$ cat src/rtl/spq_pkg.sv
// ----------------------------------------------------------------------------
// spq_pkg
// Request and status codes and the operation bundle shared by the sorted
// priority queue and its entry store.
// ----------------------------------------------------------------------------
package spq_pkg;

	typedef enum logic [1:0] {
		REQ_INSERT = 2'd0,
		REQ_REMOVE = 2'd1,
		REQ_CLEAR  = 2'd2,
		REQ_NOP    = 2'd3
	} req_t;

	typedef enum logic [1:0] {
		STAT_OK    = 2'd0,
		STAT_EMPTY = 2'd1,
		STAT_FULL  = 2'd2
	} status_t;

	// operation handed to the entry store for one transaction
	typedef struct packed {
		logic       ins;
		logic       rem;
		logic [7:0] value;
		logic [7:0] prio;
	} spq_op_t;

endpackage

$ cat src/rtl/spq_store.sv
// ----------------------------------------------------------------------------
// spq_store
// Row of entry registers kept sorted from highest to lowest priority.
// Insert compares every slot in parallel and shifts the tail down by one;
// remove shifts every slot but the last up by one. Slot 0 is the head.
// ----------------------------------------------------------------------------
module spq_store
	import spq_pkg::*;
#(
	parameter int DEPTH = 16,
	parameter int CW    = 5
) (
	input  logic          clk,
	input  spq_op_t       op,
	input  logic [CW-1:0] count,
	output logic [7:0]    head_value,
	output logic [7:0]    head_prio
);

	logic [7:0] value_q [DEPTH];
	logic [7:0] prio_q  [DEPTH];
	logic [7:0] value_d [DEPTH];
	logic [7:0] prio_d  [DEPTH];
	logic       stay    [DEPTH];

	// a slot stays put on insert when it holds an entry at least as urgent
	for (genvar i = 0; i < DEPTH; i++) begin : g_cmp
		assign stay[i] = (CW'(i) < count) && (prio_q[i] >= op.prio);
	end

	for (genvar i = 0; i < DEPTH; i++) begin : g_slot
		always_comb begin
			value_d[i] = value_q[i];
			prio_d[i]  = prio_q[i];
			if (op.ins) begin
				if (!stay[i]) begin
					if (i == 0) begin
						value_d[i] = op.value;
						prio_d[i]  = op.prio;
					end else if (stay[(i == 0) ? 0 : i-1]) begin
						value_d[i] = op.value;
						prio_d[i]  = op.prio;
					end else begin
						value_d[i] = value_q[(i == 0) ? 0 : i-1];
						prio_d[i]  = prio_q[(i == 0) ? 0 : i-1];
					end
				end
			end else if (op.rem) begin
				if (i < DEPTH-1) begin
					value_d[i] = value_q[(i < DEPTH-1) ? i+1 : i];
					prio_d[i]  = prio_q[(i < DEPTH-1) ? i+1 : i];
				end
			end
		end

		always_ff @(posedge clk) begin
			value_q[i] <= value_d[i];
			prio_q[i]  <= prio_d[i];
		end
	end

	assign head_value = value_q[0];
	assign head_prio  = prio_q[0];

endmodule

$ cat src/rtl/sorted_priority_queue.sv
// ----------------------------------------------------------------------------
// sorted_priority_queue
// Bounded priority queue of bytes, each with an 8-bit priority, served
// highest priority first and in arrival order among equal priorities.
// ----------------------------------------------------------------------------
// Usage:
//   The request channel (in_valid/in_ready) carries req_type, item_value and
//   item_priority: insert, remove head or clear. Each request gives exactly
//   one transaction on the result channel (out_valid/out_ready) with the
//   removed byte and priority (zero unless a remove succeeded), a status
//   (ok, remove on empty, insert on full) and the fill count afterwards.
//   The request register is loaded when a request is accepted; the parallel
//   compare-and-shift over the entry row then writes the result register
//   once that register is free to advance. One request per cycle is
//   sustained while the receiver does not stall; the per-slot compare
//   against the new priority and the one-slot shift set the path length.
//   If the receiver stalls, the result register holds and the request
//   register fills; in_ready drops only when both are occupied.
//   Reset empties the queue and both channels; entry contents are not
//   cleared, only the count.
// ----------------------------------------------------------------------------
module sorted_priority_queue
	import spq_pkg::*;
#(
	parameter int DEPTH = 16
) (
	input  logic       clk,
	input  logic       arst_n,
	input  logic       in_valid,
	output logic       in_ready,
	input  logic [1:0] req_type,
	input  logic [7:0] item_value,
	input  logic [7:0] item_priority,
	output logic       out_valid,
	input  logic       out_ready,
	output logic [7:0] out_value,
	output logic [7:0] out_priority,
	output logic [1:0] status,
	output logic [4:0] fill_count
);

	localparam int CW = $clog2(DEPTH + 1);

	logic          valid_s1;
	req_t          req_s1;
	logic [7:0]    value_s1;
	logic [7:0]    prio_s1;

	logic [CW-1:0] count_q;
	logic [CW-1:0] count_d;

	logic          out_valid_q;
	logic [7:0]    out_value_q;
	logic [7:0]    out_prio_q;
	status_t       status_q;
	logic [4:0]    fill_q;

	logic          adv;
	logic          fire;
	spq_op_t       op;
	status_t       status_d;
	logic [7:0]    res_value;
	logic [7:0]    res_prio;
	logic [7:0]    head_value;
	logic [7:0]    head_prio;

	assign adv      = !out_valid_q || out_ready;
	assign fire     = valid_s1 && adv;
	assign in_ready = !valid_s1 || adv;

	always_ff @(posedge clk or negedge arst_n) begin
		if (!arst_n) begin
			valid_s1 <= 1'b0;
		end else if (in_ready) begin
			valid_s1 <= in_valid;
		end
	end

	always_ff @(posedge clk) begin
		if (in_ready && in_valid) begin
			req_s1   <= req_t'(req_type);
			value_s1 <= item_value;
			prio_s1  <= item_priority;
		end
	end

	always_comb begin
		op.ins    = 1'b0;
		op.rem    = 1'b0;
		op.value  = value_s1;
		op.prio   = prio_s1;
		count_d   = count_q;
		status_d  = STAT_OK;
		res_value = '0;
		res_prio  = '0;
		if (fire) begin
			unique case (req_s1)
				REQ_INSERT: begin
					if (count_q == CW'(DEPTH)) begin
						status_d = STAT_FULL;
					end else begin
						op.ins  = 1'b1;
						count_d = count_q + CW'(1);
					end
				end
				REQ_REMOVE: begin
					if (count_q == '0) begin
						status_d = STAT_EMPTY;
					end else begin
						op.rem    = 1'b1;
						count_d   = count_q - CW'(1);
						res_value = head_value;
						res_prio  = head_prio;
					end
				end
				REQ_CLEAR: begin
					count_d = '0;
				end
				REQ_NOP: begin
				end
				default: begin
				end
			endcase
		end
	end

	spq_store #(
		.DEPTH (DEPTH),
		.CW    (CW)
	) u_store (
		.clk        (clk),
		.op         (op),
		.count      (count_q),
		.head_value (head_value),
		.head_prio  (head_prio)
	);

	always_ff @(posedge clk or negedge arst_n) begin
		if (!arst_n) begin
			count_q     <= '0;
			out_valid_q <= 1'b0;
		end else begin
			count_q <= count_d;
			if (adv) begin
				out_valid_q <= valid_s1;
			end
		end
	end

	always_ff @(posedge clk) begin
		if (fire) begin
			out_value_q <= res_value;
			out_prio_q  <= res_prio;
			status_q    <= status_d;
			fill_q      <= 5'(count_d);
		end
	end

	assign out_valid    = out_valid_q;
	assign out_value    = out_value_q;
	assign out_priority = out_prio_q;
	assign status       = status_q;
	assign fill_count   = fill_q;

endmodule

$ cat config.mk
export PLATFORM = sky130hd
export DESIGN_NAME = sorted_priority_queue
export DESIGN_NICKNAME = d
export VERILOG_FILES = /design/src/rtl/spq_pkg.sv /design/src/rtl/spq_store.sv /design/src/rtl/sorted_priority_queue.sv
export SDC_FILE = /design/constraint.sdc
export NUM_CORES = 1
export LEC_CHECK = 0
export ABC_CLOCK_PERIOD_IN_PS = 4140
export BUFFER_PORTS_ARGS = -buffer_cell sky130_fd_sc_hd__buf_2
export CAP_MARGIN = 25
export CORE_MARGIN = 1
export CORE_UTILIZATION = 25
export CTS_CLUSTER_SIZE = 14
export DETAILED_ROUTE_END_ITERATION = 16
export PLACE_DENSITY = 0.46
export SLEW_MARGIN = 20
export SYNTH_ARGS = -nofsm -noshare
export SYNTH_HDL_FRONTEND = slang
export SYNTH_SLANG_ARGS = --single-unit
$ cat constraint.sdc
create_clock -name clk -period 4.14 [get_ports clk]
set_input_delay 0.828 -clock clk [delete_from_list [all_inputs] [get_ports clk]]
set_output_delay 0.828 -clock clk [all_outputs]
set_load 0.05 [all_outputs]
==> impl_metrics.tcl <==
set metrics [dict create \
    fin_skew_ns 0.0237 \
    place_area_mm2 0.0196 \
    tightest_slew_ns 1.09 \
    cp.arrival_ns 3.65 \
    worst_setup_path_end_kind "flip-flop" \
    crit_family "simple AND/OR/NAND/NOR gates" \
    ys_seq_elements 304 \
    routed_wl_um 66900 \
    grt.overflow.total 0 \
    start_util_pct 25.4 \
    cts_resized 0 \
    syn_inst 1805 \
    cpMaxStageDelayCell "dfrtp_1" \
    holdWs_ns 0.117 \
    place_ws_ns 0.636 \
    antenna_left 0 \
    design_area_mm2 0.0208 \
    critical_path.max_stage_delay_ns 0.70 \
    io_pins 47 \
    synth.yosys.seq_area_share_pct 49.8 \
    grt_util_met2_pct 28.2 \
    cts.sinks 304 \
    drv_cap 0 \
    synth.avg_cell_area_um2 10.1 \
    drc 0 \
    hold_class "in -> async" \
    relSlewSlack_pct 27.4 \
    criticalPathCategory "reg -> reg" \
    grt_pass1_wl_um 99800 \
    rsz0062_at_grt "no" \
    peakVddDrop_mv 0.268 \
    synth-edff-count 297 \
    path_max_fanout 97 \
    layout-drive-gt1-share_pct 11.6 \
    synth_ff_type "edfxtp_1" \
    use_met3_pct 2.78 \
    max_freq_mhz 286 \
    rr_worst_depth 7 \
    coreArea_mm2 0.0719 \
    worstPathCellList "inv_1, ha_1, and4bb_1, nor4bb_4, buf_12, o21ai_0, nand2_1" \
    required_ns 4.29 \
    floorplan.rows 98 \
    register_area_mm2 0.00909 \
    path_depth 7 \
    grt_max_degree 98 \
    critPathLaunchType "flip-flop" \
    h-tree-depth 2 \
    synth_warnings 0 \
    setup-violations-final 0 \
    syn_area_mm2 0.0183 \
    n_antenna_cell 0 \
    cts_buffers 36 \
    die_area_mm2 0.0741 \
    worst_slack_ns 0.641 \
    portBuffers 46 \
    wl_per_cell_um 23.8 \
    tns_ns 0 \
    power_density_mw_per_mm2 558 \
    slew_viol_final 0 \
    dp_hpwl_um 46500 \
    fillCellCount 7581 \
    cts-root-buf "clkbuf_16" \
    hold_buffers 0 \
    timing.final.crit_share_pct 84.5 \
    hold_viol 0 \
    clk_pin_slew_ns 0.06 \
    met1_usage_pct 24.6 \
    final_util_pct 28.9 \
    postSynth.asyncResetShare_pct 2.30 \
    antenna_found_initial 3 \
    multiInputGateArea_mm2 0.00832 \
    cts_tree "done" \
    path_buf_inv 2 \
    dr_total_vias 15400 \
    drt_iter0_markers 1534 \
    drtPass1Iterations 5 \
    fp.dieW_um 272 \
    post_cts_buffers 0 \
    area_growth_pct 13.6 \
    gp_congestion 0.853 \
    busiest_layer "met2" \
    clock_path_buffers 3 \
    fin_crit_ns 3.50 \
    synth_cell_types 60 \
    grtUsageTotal_pct 17.8 \
    status "finished clean" \
    vias_per_cell 5.49 \
    fin_nets 1985 \
    grt_pass1_vias 15100 \
    clk_latency_ns 0.55 \
    leakage_nw 7.30 \
    fp.dieH_um 272 \
    syn_nets 1959 \
]
==> synthesized netlist by cell type (2+ instances only) <==
| master | count | share of area [%] |
|---|---|---|
| clkbuf_1 | 69 | 1.4 |
| and2_1 | 39 | 1.3 |
| a32oi_1 | 2 | 0.096 |
| nor2_1 | 245 | 5.0 |
| buf_4 | 41 | 1.7 |
| buf_6 | 2 | 0.12 |
| a221o_1 | 16 | 0.88 |
| clkbuf_8 | 2 | 0.15 |
| a41oi_1 | 2 | 0.096 |
| o2111ai_1 | 13 | 0.62 |
| a31oi_1 | 223 | 7.6 |
| nor3_1 | 2 | 0.055 |
| o21a_1 | 13 | 0.53 |
| dfrtp_1 | 7 | 0.96 |
| a221oi_1 | 13 | 0.62 |
| a21o_1 | 36 | 1.5 |
| nand2b_1 | 20 | 0.69 |
| nand3_1 | 212 | 5.8 |
| o21ai_0 | 230 | 6.3 |
| a21oi_2 | 3 | 0.14 |
| o21ai_1 | 14 | 0.38 |
| a21oi_1 | 11 | 0.30 |
| o32ai_1 | 2 | 0.096 |
| or2_2 | 2 | 0.069 |
| mux2i_1 | 3 | 0.16 |
| or3_1 | 2 | 0.069 |
| inv_1 | 28 | 0.58 |
| a211o_1 | 13 | 0.62 |
| edfxtp_1 | 297 | 49 |
| a31o_2 | 2 | 0.096 |
| a22o_1 | 2 | 0.096 |
| nand2_1 | 41 | 0.84 |
| mux2_2 | 7 | 0.43 |
| ha_1 | 132 | 9.0 |
| mux2_4 | 9 | 0.74 |
| buf_2 | 26 | 0.71 |
==> layer usage <==
layer	vias up	part of all wire (%)	wire [um]
met3	104	7.1	4770
met1	7681	45	29900
met2	612	45	30400
met5	-	0	0
li1	6996	-	-
met4	0	2.7	1830
==> worst paths after layout <==
kind	from	slack, ns	end
setup / recovery	count_q[1]	0.64	u_store.prio_q[0][48]
hold / removal	arst_n	0.12	out_valid
setup reg to reg	count_q[1]	0.64	u_store.prio_q[0][48]
hold reg to reg	valid_s1	0.52	out_valid
max in group asynchronous	arst_n	3.84	count_q[3]
min in group clk	item_value[2]	0.46	value_s1[2]
==> flip-flops by register name (all words and copies together) (netlist names) <==
name / cells
valid_s1: 1
out_valid: 1
out_value: 8
req_s1: 2
status: 2
value_s1: 8
u_store.value_q: 128
out_priority: 8
fill_count: 5
prio_s1: 8
u_store.prio_q: 128
count_q: 5
==> area by class of cell <==
class | count | share of cell area (%)
clock inverter | 16 | 0.681
timing repair buffer | 130 | 4.50
tap | 950 | 5.73
inverter | 28 | 0.506
multi-input combinational | 1331 | 40.1
sequential | 304 | 43.8
clock buffer | 47 | 4.69
==> cell families (layout without fill, tap and decap cells) <==
family | count (synthesis) | in the layout | synth area share (%)
fa+ha+maj | 132 | 132 | 9.04
buf+inv | 170 | 221 | 4.80
mux | 19 | 19 | 1.34
compound gates | 604 | 604 | 20.5
flops | 304 | 304 | 49.8
simple gates | 575 | 575 | 14.5
xor+xnor | 1 | 1 | 0.0480
==> stage by stage <==
step                      total power (W)  instances
after floorplan                   0.00694       1805
final                              0.0116       2806
after global routing               0.0122       2806
after detailed placement          0.00846       2743
after global placement            0.00838       2735
after CTS                          0.0116       2806
==> cell usage in the layout (no fill, tap or decap), types with 9 or more instances in the layout <==
cell type,n
nand2_1,41
mux2_4,9
edfxtp_1,297
a21o_1,36
ha_1,132
and2_1,39
buf_4,77
clkbuf_1,9
nand3_1,212
o21a_1,13
o21ai_1,13
nor2_1,245
o21ai_0,228
clkbuf_16,37
inv_1,28
buf_2,46
a221oi_1,13
a21oi_1,11
a221o_1,16
a211o_1,13
nand2b_1,20
o2111ai_1,13
a31oi_1,223
==> where the power goes <==
group	total (W)	switching, W	leakage [nW]	internal, W
logic	0.00407	0.00289	3.91	0.00118
clock network	0.00313	0.00134	0.550	0.00179
registers	0.00438	0.000414	2.84	0.00397
Power figures use the tool's default switching activity.
